[src/hw/rtl/bta_pkg.sv]
`timescale 1ns / 1ps
// ----------------------------------------------------------------------------
// bta_pkg: shared types and constants of the block table allocator
// Field widths, flag bit positions, status codes and the sequencer states.
// ----------------------------------------------------------------------------
package bta_pkg;

  localparam int unsigned AddrW  = 48;
  localparam int unsigned BytesW = 23;
  localparam int unsigned StatW  = 2;
  localparam int unsigned FlagW  = 3;

  // flag bits of one table entry
  localparam int unsigned FlagStart  = 0;
  localparam int unsigned FlagNext   = 1;
  localparam int unsigned FlagLocked = 2;

  typedef enum logic [0:0] {
    OP_ALLOC = 1'b0,
    OP_FREE  = 1'b1
  } op_e;

  typedef enum logic [StatW-1:0] {
    ST_OK     = 2'd0,
    ST_NOMEM  = 2'd1,
    ST_BADARG = 2'd2
  } status_e;

  typedef enum logic [2:0] {
    S_CLEAR,
    S_IDLE,
    S_DECODE,
    S_SCAN,
    S_MARK,
    S_FWALK,
    S_RESP
  } state_e;

endpackage

[src/hw/rtl/block_table_heap_allocator.sv]
`timescale 1ns / 1ps
// ----------------------------------------------------------------------------
// block_table_heap_allocator: first-fit allocator over a block flag table
// One memory of per-block flags (start, next, locked) walked by a sequencer.
// ----------------------------------------------------------------------------
// Usage:
//   Requests enter on the s_axis channel (tuser = opcode, 0 allocate, 1 free;
//   tdata = request_bytes, address). Each request gives exactly one response
//   on m_axis (tuser = status, tdata = result address, 0 unless allocate ok).
//   The user writes heap_base on the cfg channel only while the block is idle;
//   the block does not enforce it. One request is in flight at a time:
//   s_axis_tready_o is low from accept until the response has been taken.
//   The sequencer walks the flag memory one entry per cycle:
//     allocate: scans entries (up to TABLE_ENTRIES) for a free run, then marks
//       the blocks of that run; rejected sizes are answered from decode.
//     free: clears the blocks of the run; rejects come from decode or the walk.
//   After reset the flag table is cleared one entry per cycle, so requests
//   are refused until the clear is done; cfg writes are taken at any time.
//   While the receiver holds m_axis_tready_i low the response stays put and
//   no new request is taken.
// ----------------------------------------------------------------------------
module block_table_heap_allocator
  import bta_pkg::*;
#(
  parameter int unsigned TABLE_ENTRIES = 1024,  // 2 .. 65536
  parameter int unsigned BLOCK_BYTES   = 4096   // power of two, 16 .. 65536
) (
  input  logic                 clk_i,
  input  logic                 rst_ni,
  // configuration: heap_base
  input  logic                 cfg_valid_i,
  output logic                 cfg_ready_o,
  input  logic [AddrW-1:0]     cfg_data_i,
  // requests
  input  logic                 s_axis_tvalid_i,
  output logic                 s_axis_tready_o,
  input  logic [71:0]          s_axis_tdata_i,   // [22:0] request_bytes, [70:23] address
  input  logic [0:0]           s_axis_tuser_i,   // [0] opcode
  // responses
  output logic                 m_axis_tvalid_o,
  input  logic                 m_axis_tready_i,
  output logic [AddrW-1:0]     m_axis_tdata_o,   // [47:0] result_address
  output logic [StatW-1:0]     m_axis_tuser_o    // [1:0] status
);

  localparam int unsigned IdxW = $clog2(TABLE_ENTRIES);
  localparam int unsigned CntW = $clog2(TABLE_ENTRIES + 1);
  localparam int unsigned Sh   = $clog2(BLOCK_BYTES);
  localparam logic [IdxW-1:0] LastIdx = IdxW'(TABLE_ENTRIES - 1);
  localparam logic [CntW-1:0] NumEnt  = CntW'(TABLE_ENTRIES);

  state_e state_q, state_d;

  logic [AddrW-1:0]  heap_base_q;
  logic              op_q;
  logic [BytesW-1:0] bytes_q;
  logic [AddrW-1:0]  addr_q;

  logic [CntW-1:0]   blocks_q, blocks_d;
  logic [CntW-1:0]   ptr_q, ptr_d;      // next entry to read in the scan
  logic [CntW-1:0]   run_q, run_d;
  logic [CntW-1:0]   left_q, left_d;
  logic [IdxW-1:0]   wptr_q, wptr_d;
  logic [IdxW-1:0]   first_q, first_d;
  logic              frst_q, frst_d;
  logic              rvld_q, rvld_d;
  logic [IdxW-1:0]   rd_idx_q;

  status_e           status_q, status_d;
  logic [AddrW-1:0]  res_q, res_d;

  // flag memory
  logic [FlagW-1:0]  mem [TABLE_ENTRIES];
  logic [FlagW-1:0]  rd_data_q;
  logic [IdxW-1:0]   raddr;
  logic              mem_we;
  logic [IdxW-1:0]   waddr;
  logic [FlagW-1:0]  wdata;

  // decode arithmetic
  logic [BytesW:0]   bytes_rnd;
  logic [BytesW:0]   blocks_full;
  logic [AddrW:0]    diff;
  logic              f_bad;
  logic [IdxW-1:0]   f_idx;
  logic [CntW-1:0]   run_new;
  logic [CntW-1:0]   found_first;

  always_comb begin
    bytes_rnd   = {1'b0, bytes_q} + (BytesW + 1)'(BLOCK_BYTES - 1);
    blocks_full = bytes_rnd >> Sh;
    diff        = {1'b0, addr_q} - {1'b0, heap_base_q};
    f_bad       = diff[AddrW] || (diff[Sh-1:0] != '0) ||
                  (64'(diff[AddrW-1:Sh]) >= 64'(TABLE_ENTRIES));
    f_idx       = diff[Sh+IdxW-1:Sh];
    run_new     = rd_data_q[FlagLocked] ? '0 : run_q + CntW'(1);
    found_first = CntW'(rd_idx_q) + CntW'(1) - blocks_q;
  end

  assign cfg_ready_o     = 1'b1;
  assign s_axis_tready_o = (state_q == S_IDLE);
  assign m_axis_tvalid_o = (state_q == S_RESP);
  assign m_axis_tdata_o  = res_q;
  assign m_axis_tuser_o  = status_q;

  always_comb begin
    state_d  = state_q;
    blocks_d = blocks_q;
    ptr_d    = ptr_q;
    run_d    = run_q;
    left_d   = left_q;
    wptr_d   = wptr_q;
    first_d  = first_q;
    frst_d   = frst_q;
    status_d = status_q;
    res_d    = res_q;
    rvld_d   = 1'b0;
    raddr    = ptr_q[IdxW-1:0];
    mem_we   = 1'b0;
    waddr    = wptr_q;
    wdata    = '0;

    case (state_q)
      S_CLEAR: begin
        mem_we = 1'b1;
        wptr_d = wptr_q + IdxW'(1);
        if (wptr_q == LastIdx) begin
          state_d = S_IDLE;
        end
      end

      S_IDLE: begin
        if (s_axis_tvalid_i) begin
          state_d = S_DECODE;
        end
      end

      S_DECODE: begin
        res_d = '0;
        if (op_q == OP_ALLOC) begin
          blocks_d = CntW'(blocks_full);
          ptr_d    = '0;
          run_d    = '0;
          if (bytes_q == '0) begin
            status_d = ST_BADARG;
            state_d  = S_RESP;
          end else if (32'(blocks_full) > 32'(TABLE_ENTRIES)) begin
            status_d = ST_NOMEM;
            state_d  = S_RESP;
          end else begin
            state_d = S_SCAN;
          end
        end else begin
          if (f_bad) begin
            status_d = ST_BADARG;
            state_d  = S_RESP;
          end else begin
            raddr   = f_idx;
            wptr_d  = f_idx;
            frst_d  = 1'b1;
            state_d = S_FWALK;
          end
        end
      end

      S_SCAN: begin
        // reads run one entry ahead of the run check
        raddr = ptr_q[IdxW-1:0];
        if (ptr_q != NumEnt) begin
          rvld_d = 1'b1;
          ptr_d  = ptr_q + CntW'(1);
        end
        if (rvld_q) begin
          run_d = run_new;
          if (run_new == blocks_q) begin
            first_d = found_first[IdxW-1:0];
            wptr_d  = found_first[IdxW-1:0];
            left_d  = blocks_q;
            rvld_d  = 1'b0;
            state_d = S_MARK;
          end else if (rd_idx_q == LastIdx) begin
            status_d = ST_NOMEM;
            rvld_d   = 1'b0;
            state_d  = S_RESP;
          end
        end
      end

      S_MARK: begin
        mem_we = 1'b1;
        wdata[FlagLocked] = 1'b1;
        wdata[FlagStart]  = (wptr_q == first_q);
        wdata[FlagNext]   = (left_q != CntW'(1));
        wptr_d = wptr_q + IdxW'(1);
        left_d = left_q - CntW'(1);
        if (left_q == CntW'(1)) begin
          status_d = ST_OK;
          res_d    = heap_base_q + (AddrW'(first_q) << Sh);
          state_d  = S_RESP;
        end
      end

      S_FWALK: begin
        // rd_data_q holds the flags of wptr_q; fetch the following entry
        raddr = wptr_q + IdxW'(1);
        if (frst_q && !rd_data_q[FlagStart]) begin
          status_d = ST_BADARG;
          state_d  = S_RESP;
        end else begin
          mem_we = 1'b1;
          frst_d = 1'b0;
          wptr_d = wptr_q + IdxW'(1);
          if (!rd_data_q[FlagNext] || wptr_q == LastIdx) begin
            status_d = ST_OK;
            state_d  = S_RESP;
          end
        end
      end

      S_RESP: begin
        if (m_axis_tready_i) begin
          state_d = S_IDLE;
        end
      end

      default: begin
        state_d = S_IDLE;
      end
    endcase
  end

  always_ff @(posedge clk_i or negedge rst_ni) begin
    if (!rst_ni) begin
      state_q     <= S_CLEAR;
      heap_base_q <= '0;
      wptr_q      <= '0;
      rvld_q      <= 1'b0;
    end else begin
      state_q <= state_d;
      wptr_q  <= wptr_d;
      rvld_q  <= rvld_d;
      if (cfg_valid_i && cfg_ready_o) begin
        heap_base_q <= cfg_data_i;
      end
    end
  end

  always_ff @(posedge clk_i) begin
    if (s_axis_tvalid_i && s_axis_tready_o) begin
      op_q    <= s_axis_tuser_i[0];
      bytes_q <= s_axis_tdata_i[BytesW-1:0];
      addr_q  <= s_axis_tdata_i[BytesW+AddrW-1:BytesW];
    end
    blocks_q <= blocks_d;
    ptr_q    <= ptr_d;
    run_q    <= run_d;
    left_q   <= left_d;
    first_q  <= first_d;
    frst_q   <= frst_d;
    status_q <= status_d;
    res_q    <= res_d;
    rd_idx_q <= raddr;
  end

  always_ff @(posedge clk_i) begin
    if (mem_we) begin
      mem[waddr] <= wdata;
    end
    rd_data_q <= mem[raddr];
  end

endmodule

[config.mk]
export PLATFORM = sky130hd
export DESIGN_NAME = block_table_heap_allocator
export DESIGN_NICKNAME = d
export VERILOG_FILES = /design/src/hw/rtl/bta_pkg.sv /design/src/hw/rtl/block_table_heap_allocator.sv
export SDC_FILE = /design/constraint.sdc
export NUM_CORES = 2
export LEC_CHECK = 0
export BUFFER_PORTS_ARGS = -buffer_cell sky130_fd_sc_hd__buf_4
export CELL_PAD_IN_SITES_DETAIL_PLACEMENT = 1
export CELL_PAD_IN_SITES_GLOBAL_PLACEMENT = 1
export CORE_ASPECT_RATIO = 0.5
export CORE_MARGIN = 10
export CORE_UTILIZATION = 52
export CTS_CLUSTER_DIAMETER = 120
export DETAILED_ROUTE_END_ITERATION = 12
export PLACE_DENSITY = 0.8
export SLEW_MARGIN = 20
export SYNTH_ARGS = -nofsm -noshare
export SYNTH_HDL_FRONTEND = slang
export SYNTH_SLANG_ARGS = --single-unit
[constraint.sdc]
create_clock -name clk_i -period 58.7 [get_ports clk_i]
set_input_delay 5.87 -clock clk_i [delete_from_list [all_inputs] [get_ports clk_i]]
set_output_delay 5.87 -clock clk_i [all_outputs]
set_load 0.005 [all_outputs]
## Word level (Yosys, flattened, before mapping)

Memory sizes are Yosys's and may differ from the RTL's. A register that Yosys moved wholly into a read port is not among the register bits.
Cells that the tools add are included.

- Memories: 1
- Logic and storage cells: 145
- Output and inout port bits: 53
- Bits in registers: 249
- RAM bits: 3072
- Bits of input ports: 126

Memory list:

| name | words | bits a word | rd ports | clocked after memory_dff | write ports | RTL line | text |
|---|---|---|---|---|---|---|---|
| mem | 1024 | 3 | 1 | 1 | 1 | block_table_heap_allocator.sv:73 | `logic [FlagW-1:0] mem [TABLE_ENTRIES];` |

- Reduce and logical (&&, ||, !) cells: 27
- Bitwise logic cells: 1
- Add/sub/neg operators: 9
- Mux-type cells: 59
- Eq/ne operators: 30
- Magnitude comparators: 2

Operator list:

| cell | count |
|---|---|
| $pmux 48 s2 | 1 |
| $mux 10 | 7 |
| $mux 11 | 6 |
| $pmux 11 s2 | 3 |
| $sub 48x48->49 | 1 |
| $add 48x22->48 | 1 |
| $mux 48 | 1 |
| $pmux 10 s4 | 1 |
| $mux 3 | 13 |
| $ge 36x11->1 const B | 1 |
| $add 23x12->24 const B | 1 |
| $ne 2x2->1 const B | 12 |
| $logic_not 23->1 | 1 |
| $add 11x1->11 const B | 2 |
| $mux 2 | 11 |
| $pmux 3 s7 | 1 |
| $add 10x1->10 const B | 2 |
| $eq 10x10->1 const B | 2 |
| $pmux 10 s2 | 1 |
| $gt 12x11->1 const B | 1 |
| $reduce_and 3->1 | 4 |
| $reduce_bool 12->1 | 1 |
| $eq 11x1->1 const B | 1 |
| $eq 11x11->1 | 1 |
| 27 further kinds | 52 |

## Longest topological paths before layout

- Depth after elaboration: 7
- Mapped depth: 30
- Depth with buffers taken out: 23

## Worst setup path after synthesis

No wires, ideal clock.

- Kind: flip-flop to flip-flop
- Start: register wptr_q[9] (netlist: waddr[9])
- End: memory mem[0][0] (data pin)
- Setup time: 7.773 ns
- Arrival: 39.174 ns
- Cell stages (with the launch flop): 5
- Required time: 50.927 ns
- Setup slack: 11.753 ns
- Clock period less this slack: 46.947 ns
- Cell sequence: dfrtp_1 -> clkbuf_1 -> xnor2_1 -> nand4_1 -> nor3_1

- Longest elaborated chain between the ends: 2

RTL lines:

| element | RTL line | text |
|---|---|---|
| start: declaration | block_table_heap_allocator.sv:63 | `logic [IdxW-1:0] wptr_q, wptr_d;` |
| start signal: assignment | block_table_heap_allocator.sv:240 | `wptr_q <= wptr_d;` |
| $eq 10x10->1 | block_table_heap_allocator.sv:192 | `wdata[FlagStart] = (wptr_q == first_q);` |
| $mux 3 | block_table_heap_allocator.sv:123 | `case (state_q)` |
| via wdata[0] | block_table_heap_allocator.sv:78 | `logic [FlagW-1:0] wdata;` |
| end: declaration | block_table_heap_allocator.sv:73 |  |

The timed path passes the listed nets, and every way through them passes these cells.

## Worst setup path after layout

- Start: register heap_base_q[0]
- End: register rd_data_q[2], read port of mem

- Longest elaborated chain between the ends: 7
- Elaborated cells between the ends (all ways): 8
- Classes of those cells: 1 x add/sub; 1 x order compare; 3 x mux; 3 x reduce/logical

RTL lines:

| element | RTL line | text |
|---|---|---|
| start: declaration | block_table_heap_allocator.sv:54 | `logic [AddrW-1:0] heap_base_q;` |
| start signal: assignment | block_table_heap_allocator.sv:243 | `heap_base_q <= cfg_data_i;` |
| $sub 48x48->49 * | block_table_heap_allocator.sv:92 | `diff = {1'b0, addr_q} - {1'b0, heap_base_q};` |
| branches (longest 3 deep; another with $ge 36x11->1) | -- |  |
| $mux 10 * | block_table_heap_allocator.sv:154 | `if (f_bad) begin` |
| $mux 10 * | block_table_heap_allocator.sv:140 | `if (op_q == OP_ALLOC) begin` |
| $pmux 10 s2 * | block_table_heap_allocator.sv:123 |  |
| end: declaration | block_table_heap_allocator.sv:74 | `logic [FlagW-1:0] rd_data_q;` |

Every way passes the cells marked *.
A chain may end at the register's enable or synchronous reset.

==> metrics.md <==
| Metric | Value |
|---|---|
| Vias/cell | `around 6.7` |
| Worst setup path start | `heap_base_q[0]` |
| Ys flop type | `edfxtp_1` |
| Via count | `~100k` |
| Area leader, netlist | `edfxtp_1` |
| Die Footprint | `0.291 mm^2` |
| Crit path kind | `reg -> reg` |
| First-pass GRT wire length | `approximately 720000 um` |
| VDD IR max | `approximately 0.028 mV` |
| Post-Syn Area | `roughly 0.14 mm^2` |
| Crit Path Max Fanout | `approximately 110` |
| Setup Viol. Count Final | `0` |
| Crit path required time | `around 59000 ps` |
| WL met2 | `225000 um` |
| Initial core utilization | `52.3%` |
| Setup TNS | `0 ps` |
| Yosys reg bits | `~3300` |
| Clock Tree Root | `clkbuf_16` |
| Grt ovf | `0` |
| Syn-to-layout area delta | `10.2%` |
| Power Density | `between 20 and 30 mW/mm^2` |
| Largest net degree at the start of global routing | `219` |
| Syn nets | `roughly 11000` |
| RSZ-0062 raised after global routing | `no` |
| Met3 Wirelength | `71400 um` |
| Residual DRC count | `0` |
| Synth async-reset ratio | `1.87%` |
| Met1 WL | `178000 um` |
| Num ports | `approximately 180` |
| Clock Tree Buf Depth | `4` |
| Fin. Hold Viols | `0` |
| Area share of the largest cell type after synthesis | `between 60% and 70%` |
| Synth area leaders | `edfxtp_1 70%, nand2_1 6.1%, nor2_1 3.9%` |
| Cts repair resizes | `0` |
| FMAX | `between 70 and 80 MHz` |
| Share of layout cells above drive strength 1 | `8.19%` |
| Worst Hold Class | `reg -> reg` |
| First-pass DRT Iterations | `8` |
| 1st-iter DRT viols | `roughly 17000` |
| Initial antenna violation count | `57` |
| Worst Min Path Start | `heap_base_q[0]` |
| Die Height | `387 um` |
| GRT Total Usage | `between 30% and 40%` |
| Ratio of final minimum period to clock period | `around a fifth` |
| Sequential area share after synthesis | `a little under three quarters` |
| CP arrival | `13180 ps` |
| Number of synthesized flops with an enable pin | `3249` |
| CTS Hold Buffers Added | `0` |
| Uppermost layer routed | `met5` |
| TritonCTS clock tree | `done` |
| Minimum clock period | `about 13000 ps` |
| Num CTS Buffers | `roughly 300` |
| Worst-Margin Slew | `approximately 1300 ps` |
| Post-CTS Setup Inserts | `0` |
| Tot Pwr | `roughly 0.0046 W` |
| Leakage Power | `roughly 47 nW` |
| Hpwl dp | `about 290000 um` |
| Yosys warns | `0` |
| Core ar. | `0.267 mm^2` |
| Slew HR | `10.0%` |
| Avg Cell Area, Syn | `12.4 um^2` |
| Crit. End Element | `flip-flop` |
| Cells after Synth | `11200` |
| FP Rows | `around 130` |
| RePlAce Congestion | `0.888` |
| Vias in the first global route | `slightly above 100k` |
| Worst r2r src | `heap_base_q[0]` |
| DIE WIDTH | `between 700 and 800 um` |
| Mean routed wirelength per cell | `around 34 um` |
| Setup WS post-layout | `about 46000 ps` |
| DP Worst Slack | `~47000 ps` |
| Routed Antenna Nets | `0` |
| H-tree level count | `5` |
| Post-synth cell types | `between 90 and 100` |
| Worst-Skew Late Latency | `900 ps` |
| Final nets | `approximately 11000` |
| Status | `complete, no violations` |
| Setup Skew | `about 44 ps` |
| Max-cap check violation count | `0` |
| Num Clock Sinks | `around 3300` |
| Clock-pin slew on the worst setup and hold paths | `70 ps` |
| Routed WL | `slightly above 500000 um` |
| Port Buf Inserts | `176` |
| Startpoint Class | `flip-flop` |
| Slew Viols, Final | `0` |
==> state kept, by name (all words and copies together), names as in the netlist, 10 cells and up <==
register	flops
rd_idx_q	10
mem	3072
bytes_q	23
waddr	10
ptr_q	11
addr_q	48
blocks_q	11
left_q	11
first_q	10
m_axis_tdata_o	48
run_q	11
heap_base_q	48
==> metal layers <==
metal / vias to the layer above / global-route usage (%)
met5: - / 0
li1: 40900 / -
met4: 42 / 17.3
met2: 7778 / 50.3
met3: 1699 / 9.85
met1: 50700 / 44.0
==> placed cells by master (no fill, tap or decap), drive strengths merged, types with 22 or more instances in the layout <==
cell type,instances
xor2,47
a32oi,115
nor3,78
nand2,2282
bufinv,22
diode,38
nor2,1461
ha,84
nand4,224
o22ai,83
and2,26
a21oi,249
xnor2,82
buf,427
a211oi,72
o221ai,24
a311oi,119
clkinv,114
mux2i,343
o21ai,295
clkbuf,371
inv,117
and3,142
nor4,61
a31oi,208
edfxtp,3249
nand3,679
a22oi,30
dfrtp,62
==> area by class of cell <==
type,count,area [um^2]
inverter,109,440
tap,3604,4510
antenna,38,95.1
clock inverter,150,1310
timing repair buffer,427,3500
clock buffer,371,7950
fill,26100,113000
multi-input combinational,6991,36800
sequential,3324,99400
==> cell usage after synthesis, types with 30 or more instances <==
cell type and n:
o21ai_0 289, buf_1 31, a311oi_1 119, and3_1 142
edfxtp_1 3249, nor3_1 78, nor4_1 60, a211oi_1 72
buf_4 38, nand4_1 224, a32oi_1 115, o22ai_1 83
a31oi_1 207, nand3_1 679, mux2i_1 343, xor2_1 47
ha_1 84, buf_2 334, a22oi_1 30, a21oi_1 248
xnor2_1 82, dfrtp_1 62, nand2_1 2282, inv_1 105
clkbuf_1 386, nor2_1 1457
==> final timing paths <==
kind,endpoint,slack (ps),depth (start not counted)
worst max-delay path,rd_data_q[2],46180,26
worst min-delay path,heap_base_q[0],540,1
worst max register to register,rd_data_q[2],46180,26
worst min register to register,heap_base_q[0],540,1
max in group asynchronous,heap_base_q[17],52990,1
min in group asynchronous,heap_base_q[42],5120,1
==> cell families after synthesis <==
family	count (synthesis)	share of synthesized area (%)
compound gates	1367	6.48
xor+xnor	129	0.808
fa+ha+maj	87	0.795
buf+inv	914	2.94
flops	3324	71.1
mux	352	2.53
other cells	1	0.00268
simple gates	5055	15.3
==> power by group <==
group          leakage, nW  internal, W  switching, W
Sequential            23.5      0.00257    0.00000210
Clock                 4.53      0.00106      0.000900
Combinational         18.8    0.0000235     0.0000386
Total                 46.8      0.00365      0.000941
==> per-stage QoR <==
step	hold WS [ps]	util, %	area, um^2	std cells
CTS	543	57.6	154000	15000
global placement	522	54.1	145000	14500
floorplan	502	-	140000	11200
global route	586	57.6	154000	15000
finish	543	57.6	154000	15000
detailed placement	531	54.1	145000	14500
==> critical path, stage by stage, from the launching register on <==
cell and delay [ps]:
dfrtp_1 390, ha_1 240, fa_1 450, nand2b_1 190
a21o_1 250, a2111oi_4 440, or3_2 220, a21oi_2 90
mux2_4 320, or3_1 360, or4_1 490, and4bb_1 630
a311o_2 260, buf_4 660, and2_4 610, buf_4 610
buf_4 760, buf_4 680, buf_12 520, buf_4 630
mux2i_1 310, o22ai_1 140, nor4_1 420, o32ai_1 200
nor4_2 1020, a2111oi_1 370, a2111o_1 740
No activity file was read; power rests on OpenSTA's default activity.
